[config.mk]
export PLATFORM = sky130hd
export DESIGN_NAME = blp_ctrl
export DESIGN_NICKNAME = d
export VERILOG_FILES = /design/src/blp_pkg.sv /design/src/blp_ctrl.sv
export SDC_FILE = /design/constraint.sdc
export NUM_CORES = 1
export LEC_CHECK = 0
export BUFFER_PORTS_ARGS = -buffer_cell sky130_fd_sc_hd__buf_2
export CORE_UTILIZATION = 63
export DETAILED_ROUTE_END_ITERATION = 10
export GPL_TIMING_DRIVEN = 0
export PLACE_DENSITY = 0.89
export SLEW_MARGIN = 20
export SYNTH_ARGS = -nofsm -noshare
export SYNTH_HDL_FRONTEND = slang
export SYNTH_SLANG_ARGS = --single-unit
[constraint.sdc]
create_clock -name clk -period 7.2 [get_ports clk]
set_clock_uncertainty 0.15 [all_clocks]
set_input_delay 0.36 -clock clk [delete_from_list [all_inputs] [get_ports clk]]
set_output_delay 0.36 -clock clk [all_outputs]
set_load 0.05 [all_outputs]
[src/blp_pkg.sv]
// ----------------------------------------------------------------------------
// blp_pkg: shared types and constants for the binomial lattice option pricer
// Holds field widths, fixed-point constants, register indexes, the controller
// state type and the command and status groups between controller and datapath.
// ----------------------------------------------------------------------------
package blp_pkg;

    // Field widths.
    localparam int PRICE_W  = 40;
    localparam int FACTOR_W = 32;
    localparam int PROB_W   = 31;
    localparam int STEPS_W  = 9;
    localparam int CFG_W    = 32;
    localparam int CFG_A_W  = 3;

    // Multiplier split: the 40-bit operand is handled as two 20-bit halves.
    localparam int HALF_W = PRICE_W / 2;
    localparam int PP_W   = HALF_W + FACTOR_W;
    localparam int FULL_W = PRICE_W + FACTOR_W;
    localparam int FRAC_SHIFT = 30;

    // Fixed-point constants.
    localparam logic [PRICE_W-1:0] PMAX    = {PRICE_W{1'b1}};
    localparam logic [PROB_W-1:0]  ONE_Q30 = PROB_W'(32'h4000_0000);

    // Reset values of the configuration registers.
    localparam logic [FACTOR_W-1:0] UP_RESET    = 32'h4000_0000;
    localparam logic [FACTOR_W-1:0] DOWN_RESET  = 32'h4000_0000;
    localparam logic [PROB_W-1:0]   PROB_RESET  = PROB_W'(32'h2000_0000);
    localparam logic [PROB_W-1:0]   DISC_RESET  = PROB_W'(32'h4000_0000);
    localparam logic [STEPS_W-1:0]  STEPS_RESET = STEPS_W'(64);

    localparam int DEFAULT_MAX_STEPS = 256;

    // Configuration register indexes.
    localparam logic [CFG_A_W-1:0] CFG_UP    = 3'd0;
    localparam logic [CFG_A_W-1:0] CFG_DOWN  = 3'd1;
    localparam logic [CFG_A_W-1:0] CFG_PROB  = 3'd2;
    localparam logic [CFG_A_W-1:0] CFG_DISC  = 3'd3;
    localparam logic [CFG_A_W-1:0] CFG_STEPS = 3'd4;

    typedef enum logic [4:0] {
        ST_IDLE,
        ST_TERM_INIT,
        ST_ASSET,
        ST_ASSET_UPD,
        ST_MUL_LO,
        ST_MUL_HI,
        ST_MUL_FIN,
        ST_TERM_WRITE,
        ST_ROW_INIT,
        ST_NODE_RDA,
        ST_NODE_MA,
        ST_NODE_T1,
        ST_NODE_MB,
        ST_NODE_SUM,
        ST_NODE_MC,
        ST_NODE_CONT,
        ST_NODE_EX,
        ST_NODE_WR,
        ST_FIN_RD,
        ST_FIN_OUT
    } state_t;

    // Multiplier operand selects.
    typedef enum logic [1:0] {
        XSEL_ACC,
        XSEL_RD,
        XSEL_SUM
    } xsel_t;

    typedef enum logic [2:0] {
        FSEL_UP,
        FSEL_DOWN,
        FSEL_P,
        FSEL_Q,
        FSEL_DISC
    } fsel_t;

    typedef struct packed {
        logic  load_item;
        logic  acc_spot;
        logic  acc_from_mul;
        logic  mul_start;
        xsel_t x_sel;
        fsel_t f_sel;
        logic  mul_lo;
        logic  mul_hi;
        logic  mul_fin;
        logic  t1_load;
        logic  sum_load;
        logic  cont_load;
        logic  cont_max;
        logic  mem_rd;
        logic  mem_wr;
        logic  wr_cont;
        logic  out_load;
    } cmd_t;

    typedef struct packed {
        logic out_free;
        logic amer;
    } status_t;

endpackage

[src/blp_ctrl.sv]
// ----------------------------------------------------------------------------
// blp_ctrl: lattice sequencer
// Walks terminal payoff fill, backward induction rows and the multiplier
// phases, issuing commands to the datapath.
// ----------------------------------------------------------------------------
module blp_ctrl #(
    parameter int MAX_STEPS = blp_pkg::DEFAULT_MAX_STEPS,
    parameter int NW        = $clog2(MAX_STEPS + 1)
) (
    input  logic                        clk,
    input  logic                        rst_n,
    input  logic                        cfg_wr_en,
    input  logic [blp_pkg::CFG_A_W-1:0] cfg_addr,
    input  logic [blp_pkg::CFG_W-1:0]   cfg_wdata,
    input  logic                        in_valid,
    output logic                        in_ready,
    input  blp_pkg::status_t            status,
    output blp_pkg::cmd_t               cmd,
    output logic [NW-1:0]               addr
);

    localparam int CW = (NW > blp_pkg::STEPS_W) ? NW : blp_pkg::STEPS_W;

    blp_pkg::state_t state_reg, state_next;
    blp_pkg::state_t mret_reg, mret_next;
    blp_pkg::state_t aret_reg, aret_next;
    logic [blp_pkg::STEPS_W-1:0] steps_reg;
    logic [NW-1:0] n_reg, n_next;
    logic [NW-1:0] s_reg, s_next;
    logic [NW-1:0] i_reg, i_next;
    logic [NW-1:0] k_reg, k_next;
    logic [NW-1:0] d_reg, d_next;
    logic [CW-1:0] steps_ext;
    logic [CW-1:0] max_ext;
    logic [NW-1:0] n_clamp;
    logic [NW-1:0] row;

    // Step count limited to the built lattice size.
    assign steps_ext = CW'(steps_reg);
    assign max_ext   = CW'(MAX_STEPS);
    always_comb
    begin
        if (steps_ext > max_ext)
            n_clamp = max_ext[NW-1:0];
        else
            n_clamp = steps_ext[NW-1:0];
    end

    assign row = s_reg - NW'(1);

    // Step count register.
    always_ff @(posedge clk or negedge rst_n)
    begin
        if (!rst_n)
            steps_reg <= blp_pkg::STEPS_RESET;
        else if (cfg_wr_en && cfg_addr == blp_pkg::CFG_STEPS)
            steps_reg <= cfg_wdata[blp_pkg::STEPS_W-1:0];
    end

    // State and loop counters.
    always_ff @(posedge clk or negedge rst_n)
    begin
        if (!rst_n)
        begin
            state_reg <= blp_pkg::ST_IDLE;
            mret_reg  <= blp_pkg::ST_IDLE;
            aret_reg  <= blp_pkg::ST_IDLE;
            n_reg     <= '0;
            s_reg     <= '0;
            i_reg     <= '0;
            k_reg     <= '0;
            d_reg     <= '0;
        end
        else
        begin
            state_reg <= state_next;
            mret_reg  <= mret_next;
            aret_reg  <= aret_next;
            n_reg     <= n_next;
            s_reg     <= s_next;
            i_reg     <= i_next;
            k_reg     <= k_next;
            d_reg     <= d_next;
        end
    end

    // Next state and counter updates.
    always_comb
    begin
        state_next = state_reg;
        mret_next  = mret_reg;
        aret_next  = aret_reg;
        n_next     = n_reg;
        s_next     = s_reg;
        i_next     = i_reg;
        k_next     = k_reg;
        d_next     = d_reg;
        case (state_reg)
            blp_pkg::ST_IDLE:
            begin
                if (in_valid)
                begin
                    n_next     = n_clamp;
                    i_next     = '0;
                    state_next = blp_pkg::ST_TERM_INIT;
                end
            end
            blp_pkg::ST_TERM_INIT:
            begin
                k_next     = n_reg - i_reg;
                d_next     = i_reg;
                aret_next  = blp_pkg::ST_TERM_WRITE;
                state_next = blp_pkg::ST_ASSET;
            end
            blp_pkg::ST_ASSET:
            begin
                if (k_reg != '0)
                begin
                    k_next     = k_reg - NW'(1);
                    mret_next  = blp_pkg::ST_ASSET_UPD;
                    state_next = blp_pkg::ST_MUL_LO;
                end
                else if (d_reg != '0)
                begin
                    d_next     = d_reg - NW'(1);
                    mret_next  = blp_pkg::ST_ASSET_UPD;
                    state_next = blp_pkg::ST_MUL_LO;
                end
                else
                    state_next = aret_reg;
            end
            blp_pkg::ST_ASSET_UPD: state_next = blp_pkg::ST_ASSET;
            blp_pkg::ST_MUL_LO:    state_next = blp_pkg::ST_MUL_HI;
            blp_pkg::ST_MUL_HI:    state_next = blp_pkg::ST_MUL_FIN;
            blp_pkg::ST_MUL_FIN:   state_next = mret_reg;
            blp_pkg::ST_TERM_WRITE:
            begin
                if (i_reg == n_reg)
                begin
                    s_next = n_reg;
                    if (n_reg == '0)
                        state_next = blp_pkg::ST_FIN_RD;
                    else
                        state_next = blp_pkg::ST_ROW_INIT;
                end
                else
                begin
                    i_next     = i_reg + NW'(1);
                    state_next = blp_pkg::ST_TERM_INIT;
                end
            end
            blp_pkg::ST_ROW_INIT:
            begin
                i_next     = '0;
                state_next = blp_pkg::ST_NODE_RDA;
            end
            blp_pkg::ST_NODE_RDA: state_next = blp_pkg::ST_NODE_MA;
            blp_pkg::ST_NODE_MA:
            begin
                mret_next  = blp_pkg::ST_NODE_T1;
                state_next = blp_pkg::ST_MUL_LO;
            end
            blp_pkg::ST_NODE_T1: state_next = blp_pkg::ST_NODE_MB;
            blp_pkg::ST_NODE_MB:
            begin
                mret_next  = blp_pkg::ST_NODE_SUM;
                state_next = blp_pkg::ST_MUL_LO;
            end
            blp_pkg::ST_NODE_SUM: state_next = blp_pkg::ST_NODE_MC;
            blp_pkg::ST_NODE_MC:
            begin
                mret_next  = blp_pkg::ST_NODE_CONT;
                state_next = blp_pkg::ST_MUL_LO;
            end
            blp_pkg::ST_NODE_CONT:
            begin
                if (status.amer)
                begin
                    k_next     = row - i_reg;
                    d_next     = i_reg;
                    aret_next  = blp_pkg::ST_NODE_EX;
                    state_next = blp_pkg::ST_ASSET;
                end
                else
                    state_next = blp_pkg::ST_NODE_WR;
            end
            blp_pkg::ST_NODE_EX: state_next = blp_pkg::ST_NODE_WR;
            blp_pkg::ST_NODE_WR:
            begin
                if (i_reg == row)
                begin
                    s_next = row;
                    if (row == '0)
                        state_next = blp_pkg::ST_FIN_RD;
                    else
                        state_next = blp_pkg::ST_ROW_INIT;
                end
                else
                begin
                    i_next     = i_reg + NW'(1);
                    state_next = blp_pkg::ST_NODE_RDA;
                end
            end
            blp_pkg::ST_FIN_RD: state_next = blp_pkg::ST_FIN_OUT;
            blp_pkg::ST_FIN_OUT:
            begin
                if (status.out_free)
                    state_next = blp_pkg::ST_IDLE;
            end
            default: state_next = blp_pkg::ST_IDLE;
        endcase
    end

    // Datapath commands per state.
    always_comb
    begin
        cmd      = '0;
        addr     = i_reg;
        in_ready = 1'b0;
        case (state_reg)
            blp_pkg::ST_IDLE:
            begin
                in_ready      = 1'b1;
                cmd.load_item = in_valid;
            end
            blp_pkg::ST_TERM_INIT: cmd.acc_spot = 1'b1;
            blp_pkg::ST_ASSET:
            begin
                cmd.x_sel = blp_pkg::XSEL_ACC;
                if (k_reg != '0)
                begin
                    cmd.mul_start = 1'b1;
                    cmd.f_sel     = blp_pkg::FSEL_UP;
                end
                else if (d_reg != '0)
                begin
                    cmd.mul_start = 1'b1;
                    cmd.f_sel     = blp_pkg::FSEL_DOWN;
                end
            end
            blp_pkg::ST_ASSET_UPD: cmd.acc_from_mul = 1'b1;
            blp_pkg::ST_MUL_LO:    cmd.mul_lo = 1'b1;
            blp_pkg::ST_MUL_HI:    cmd.mul_hi = 1'b1;
            blp_pkg::ST_MUL_FIN:   cmd.mul_fin = 1'b1;
            blp_pkg::ST_TERM_WRITE: cmd.mem_wr = 1'b1;
            blp_pkg::ST_NODE_RDA:  cmd.mem_rd = 1'b1;
            blp_pkg::ST_NODE_MA:
            begin
                cmd.mul_start = 1'b1;
                cmd.x_sel     = blp_pkg::XSEL_RD;
                cmd.f_sel     = blp_pkg::FSEL_P;
            end
            blp_pkg::ST_NODE_T1:
            begin
                cmd.t1_load = 1'b1;
                cmd.mem_rd  = 1'b1;
                addr        = i_reg + NW'(1);
            end
            blp_pkg::ST_NODE_MB:
            begin
                cmd.mul_start = 1'b1;
                cmd.x_sel     = blp_pkg::XSEL_RD;
                cmd.f_sel     = blp_pkg::FSEL_Q;
            end
            blp_pkg::ST_NODE_SUM: cmd.sum_load = 1'b1;
            blp_pkg::ST_NODE_MC:
            begin
                cmd.mul_start = 1'b1;
                cmd.x_sel     = blp_pkg::XSEL_SUM;
                cmd.f_sel     = blp_pkg::FSEL_DISC;
            end
            blp_pkg::ST_NODE_CONT:
            begin
                cmd.cont_load = 1'b1;
                cmd.acc_spot  = status.amer;
            end
            blp_pkg::ST_NODE_EX: cmd.cont_max = 1'b1;
            blp_pkg::ST_NODE_WR:
            begin
                cmd.mem_wr  = 1'b1;
                cmd.wr_cont = 1'b1;
            end
            blp_pkg::ST_FIN_RD:
            begin
                cmd.mem_rd = 1'b1;
                addr       = '0;
            end
            blp_pkg::ST_FIN_OUT: cmd.out_load = status.out_free;
            default: cmd = '0;
        endcase
    end

endmodule

* Word-level counts from Yosys, hierarchy flattened
Index checks and enable logic that the tools add are counted.
** Operators by class
- Add/sub/neg operators :: 6
- Magnitude comparators :: 1
- Eq/ne operators :: 33
- Reduce and logical (&&, ||, !) cells :: 23
- Mux-type cells :: 51
** Operators by type and width (number)
- 9-bit two-way mux :: 11
- 5-bit case mux with 17 select lines :: 1
- 5-bit two-way mux :: 12
- 9-bit case mux with 3 select lines :: 2
- 5-bit by 4-bit == test with 1-bit output, second input constant :: 8
- 9-bit case mux with 2 select lines :: 2
- 9-bit case mux with 4 select lines :: 1
- 9-bit by 1-bit subtractor with 9-bit output, second input constant :: 3
- 6-bit case mux with 4 select lines :: 1
- 5-bit by 3-bit == test with 1-bit output, second input constant :: 4
- 5-bit == test, second input constant :: 4
- 2-bit != test, second input constant :: 10
- 5-bit case mux with 4 select lines :: 1
- 9-bit == test :: 2
- 9-bit zero test :: 2
- 1-bit two-way mux :: 18
- 9-bit nonzero test :: 2
- 9-bit subtractor :: 2
- 5-bit by 2-bit == test with 1-bit output, second input constant :: 2
- 5-bit case mux with 2 select lines :: 1
- 9-bit by 1-bit adder with 9-bit output, second input constant :: 1
- 9-bit greater-than comparator, second input constant :: 1
- 2-bit AND reduction :: 4
- 4-bit AND reduction :: 2
- other kinds (12) :: 17
** Storage, ports and cells
- Output and inout bits :: 30
- Bits in registers :: 69

* Logic depth before layout (Yosys ltp)
- Depth after elaboration :: 5
- Mapped depth :: 12
- Depth with buffers taken out :: 11

* Worst setup path before layout
No wires, ideal clock.
- Path kind :: register to output
- Start :: register state_reg[3]
- End :: output port cmd[19] (netlist name)
- Stages on the path, launching flop included :: 7
- Setup slack :: 3892 ps
- Arrival :: 2798 ps
- Required time :: 6690 ps
- Buffers on the path :: 2
- Path through :: dfrtp_1 buf_2 or3_1 buf_2 nor3_1 nand2_1 inv_1
** RTL lines
- start: declaration :: line blp_ctrl.sv:24 : blp_pkg::state_t state_reg, state_next;
- start signal: assignment :: line blp_ctrl.sv:65 : state_reg <= blp_pkg::ST_IDLE;
- start signal: assignment :: line blp_ctrl.sv:76 : state_reg <= state_next;
- end: declaration :: line blp_ctrl.sv:18 : output blp_pkg::cmd_t cmd,

* Final worst setup path
- Start :: register s_reg[3]
- End :: register i_reg[4]
** Between the ends
- Longest elaborated chain between the ends :: 4
** Ends and longest elaborated chain
- start: declaration :: line blp_ctrl.sv:29 : logic [NW-1:0] s_reg, s_next;
- start signal: assignment :: line blp_ctrl.sv:80 : s_reg <= s_next;
- 9-bit by 1-bit subtractor with 9-bit output :: line blp_ctrl.sv:49 : assign row = s_reg - NW'(1);
- 9-bit == test :: line blp_ctrl.sv:190 : if (i_reg == row)
- 2-bit != test (no line)
- 4-bit AND reduction (no line)
- end signal: assignment :: line blp_ctrl.sv:81 : i_reg <= i_next;
- end: declaration :: line blp_ctrl.sv:30 : logic [NW-1:0] i_reg, i_next;
No other way between the ends.
A chain may end at the register's enable or synchronous reset.

==> metrics.md <==
| Metric | Value |
|---|---|
| Cell area after layout | 5510 µm² |
| CTS Buf Count | 9 |
| Leading area contributor after synthesis | dfrtp_1 |
| Max_cap viols | 0 |
| Outcome | finished, final reports clean |
| Mapped Cells | 592 |
| CP arrival | 3.90 ns |
| Clock Latency Late Sink | 0.36 ns |
| Syn nets | 656 |
| Mapped Area | 4890 µm² |
| Detailed placement HPWL | 10200 µm |
| Post-CTS resize count | 0 |
| Area Growth Syn to Fin | 12.6% |
| Yosys top cell area share | between 30% and 40% |
| Initial antenna violation count | 0 |
| Final Max Slew Viols | 0 |
| Final Cycle Share | a little over half |
| Highest Clock Rate | roughly 0.26 GHz |
| Avg Synthesized Cell Area | 8.26 µm² |
| Setup TNS Final | 0 ns |
| Layout cells sized above 1 | 16.3% |
| Vias/cell | 6.61 |
| Core Footprint | 7370 µm² |
| Crit path capture type | flop |
| Vias in the first global route | 4769 |
| Dpl cell area | 5270 µm² |
| Post-synthesis sequential area ratio | between 30% and 40% |
| Largest net degree at the start of global routing | 40 |
| DR vias | 4995 |
| Number of flops mapped to enable cells by yosys | 0 |
| Die area | 8120 µm² |
| Switching Share | 50.7% |
| Synth unique cells | between 70 and 80 |
| Cell mode on critical path | nand3b_1 |
| CTS tree | built |
| Synth warnings | 0 |
| Reg power frac | 23.1% |
| Die H | roughly 90 µm |
| Leak pwr | 2.40 nW |
| Final setup vio count | 0 |
| # H-tree levels | 3 |
| Flip-flop and latch count after synthesis | 65 |
| Clk slew on worst S/H paths | 0.08 ns |
| Net Switching | approximately 1.4 mW |
| First-pass GRT wire length | 23100 µm |
| Slew HR | approximately 40% |
| IO Pins | 71 |
| Crit path kind | reg -> reg |
| IO buf count | 47 |
| Fill count | between 500 and 600 |
| Post-synth top cells | 64 x dfrtp_1, 54 x nor2_1, 51 x o21ai_0 |
| Starting Density | 66.4% |
| Worst path max stage delay | roughly 0.46 ns |
| Internal power | 1.35 mW |
| Clock Sinks | 65 |
| PD cells | 497 nW/µm² |
| Total global-route track usage | 35.6% |
| Synth top area cells | dfrtp_1 33%, ha_1 5.4%, o21ai_0 5.2% |
| Clock Power Share | 12.9% |
| Overall power | ~2.7 mW |
| Data required, critical path | 7.28 ns |
| DRC viols | 0 |
| Worst-Margin Slew | 0.886 ns |
| RSZ-0062 raised after global routing | no |
| Primary FF master, synth | dfrtp_1 |
| Final nets | 716 |
| Remaining global-route overflow | 0 |
| Post-Route WL | 13900 µm |
| Drt wl/cell | between 15 and 20 µm |
| Cell Rows | 31 |
| Final Hold Fails | 0 |
| Most frequent cell after synthesis | dfrtp_1 |
| Max IR drop VDD | between 0.0002 and 0.0003 V |
| Post-synth ARST share | 100% |
| Die width | 90.1 µm |
| Crit path max fanout | 8 |
| DR iter-0 viols | 449 |
| DR pass1 iterations | 5 |
| Worst min-delay path category | in -> reg |
| Critical Path Source Type | flop |
| Diodes inserted | 0 |
| Slowest CP cell | nor3_2 |
| GPL Wtd Cong | 0.950 |
| Final hold slack | 0.0797 ns |
| Detail Route Antenna Nets | 0 |
| CTS Root Cell | clkbuf_8 |
| Critical-path cell list | nor3_2 > nand3b_1 > xnor2_1 > ha_1 > clkbuf_1 > nand4_1 > nor2_1 > nand3b_1 > o21ai_2 > nand2b_1 > o31ai_1 |
| Max Root-Sink Buffers | 2 |
| Logic pwr share | 64.0% |
| Minimum clock period | between 3 and 4 ns |
==> path summary, 6_finish.rpt <==
path	start	end	slack [ns]	depth (start not counted)
max in group asynchronous	rst_n	steps_ext[6]$_DFFE_PN1P_	5.99	3
setup / recovery	s_reg[3]$_DFFE_PN0P_	i_reg[4]$_DFFE_PN0P_	3.39	11
hold / removal	cfg_wdata[8]	steps_ext[8]$_DFFE_PN0P_	0.08	2
hold reg to reg	mret_reg[2]$_DFFE_PN0P_	mret_reg[2]$_DFFE_PN0P_	0.35	2
setup reg to reg	s_reg[3]$_DFFE_PN0P_	i_reg[4]$_DFFE_PN0P_	3.39	11
min in group asynchronous	rst_n	i_reg[6]$_DFFE_PN0P_	0.30	2
==> placed cells by master (no fill, tap or decap), types with 4 or more instances in the layout <==
cell type | netlist | routed
nand2b_1 | 26 | 26
clkbuf_1 | 17 | 18
o22ai_1 | 7 | 7
buf_4 | 3 | 4
inv_1 | 23 | 23
clkbuf_8 | 0 | 10
a211oi_1 | 6 | 6
dfrtp_1 | 64 | 64
nand2_1 | 50 | 50
a22o_1 | 7 | 7
xnor2_1 | 11 | 11
nor3_1 | 23 | 22
a21oi_1 | 28 | 28
mux2i_1 | 5 | 5
mux2_2 | 9 | 9
o21ai_0 | 51 | 51
a21o_1 | 7 | 7
nor2b_1 | 9 | 9
nand4_1 | 7 | 7
a31oi_1 | 4 | 4
nor2_1 | 54 | 54
o31ai_1 | 13 | 13
nand3b_1 | 10 | 10
buf_2 | 8 | 54
nand3_1 | 16 | 16
or3_1 | 8 | 8
xor2_1 | 8 | 8
ha_1 | 21 | 21
o21ai_1 | 23 | 23
==> timing repair <==
item	CTS	global route
hold endpoints to repair	26	0
buffers inserted	0	0
hold buffers	1	0
==> kinds of logic after synthesis <==
group	count (synthesis)	synth area share, %
simple gates	233	25.1
xor+xnor	19	3.40
compound gates	183	24.1
mux	14	3.10
buf+inv	55	4.81
fa+ha+maj	23	6.19
flops	65	33.3
==> critical path: cells and delay by family, from the launching register on <==
kind | cells | cell delay [ns]
adders and majority gates | 1 | 0.27
DFF | 1 | 0.43
and+or+nand+nor | 6 | 1.81
AOI/OAI and AO/OA | 2 | 0.55
buffers and inverters | 1 | 0.30
xor gates and xnor gates | 1 | 0.18
==> layout make-up <==
| class | instances | area (µm²) | share of cell area, % |
|---|---|---|---|
| multi-input cells | 472 | 3030 | 55.1 |
| clock buffers | 11 | 141 | 2.57 |
| clock inverters | 5 | 78.8 | 1.43 |
| flip-flops and latches | 65 | 1630 | 29.6 |
| plain buffers | 29 | 138 | 2.50 |
| inverters | 26 | 97.6 | 1.77 |
| repair buffers | 49 | 268 | 4.86 |
| well taps | 99 | 124 | 2.25 |
==> layer usage <==
| metal | routed length (µm) | track usage (%) |
|---|---|---|
| met4 | 756 | 21.1 |
| met3 | 1120 | 7.45 |
| met2 | 6510 | 57.1 |
| met5 | 0 | 0 |
| met1 | 5560 | 44.4 |
==> per-stage QoR <==
stage / setup WS, ns / util (%) / std cells
6_report: 3.39 / 74.7 / 756
3_5_place_dp: 3.58 / 71.5 / 739
3_3_place_gp: 3.74 / 71.2 / 738
5_1_grt: 3.21 / 74.7 / 756
2_1_floorplan: 3.89 / - / 592
4_1_cts: 3.54 / 74.7 / 756
==> power by group through the flow <==
stage | clock [mW] | sequential, mW | combinational, mW
5_1_grt | 0.371 | 0.647 | 1.92
6_report | 0.352 | 0.634 | 1.75
3_3_place_gp | 0 | 0.624 | 1.62
3_5_place_dp | 0 | 0.632 | 1.69
4_1_cts | 0.351 | 0.627 | 1.71
2_1_floorplan | 0 | 0.583 | 1.34
Note: power is estimated with default switching activity, not from simulation.
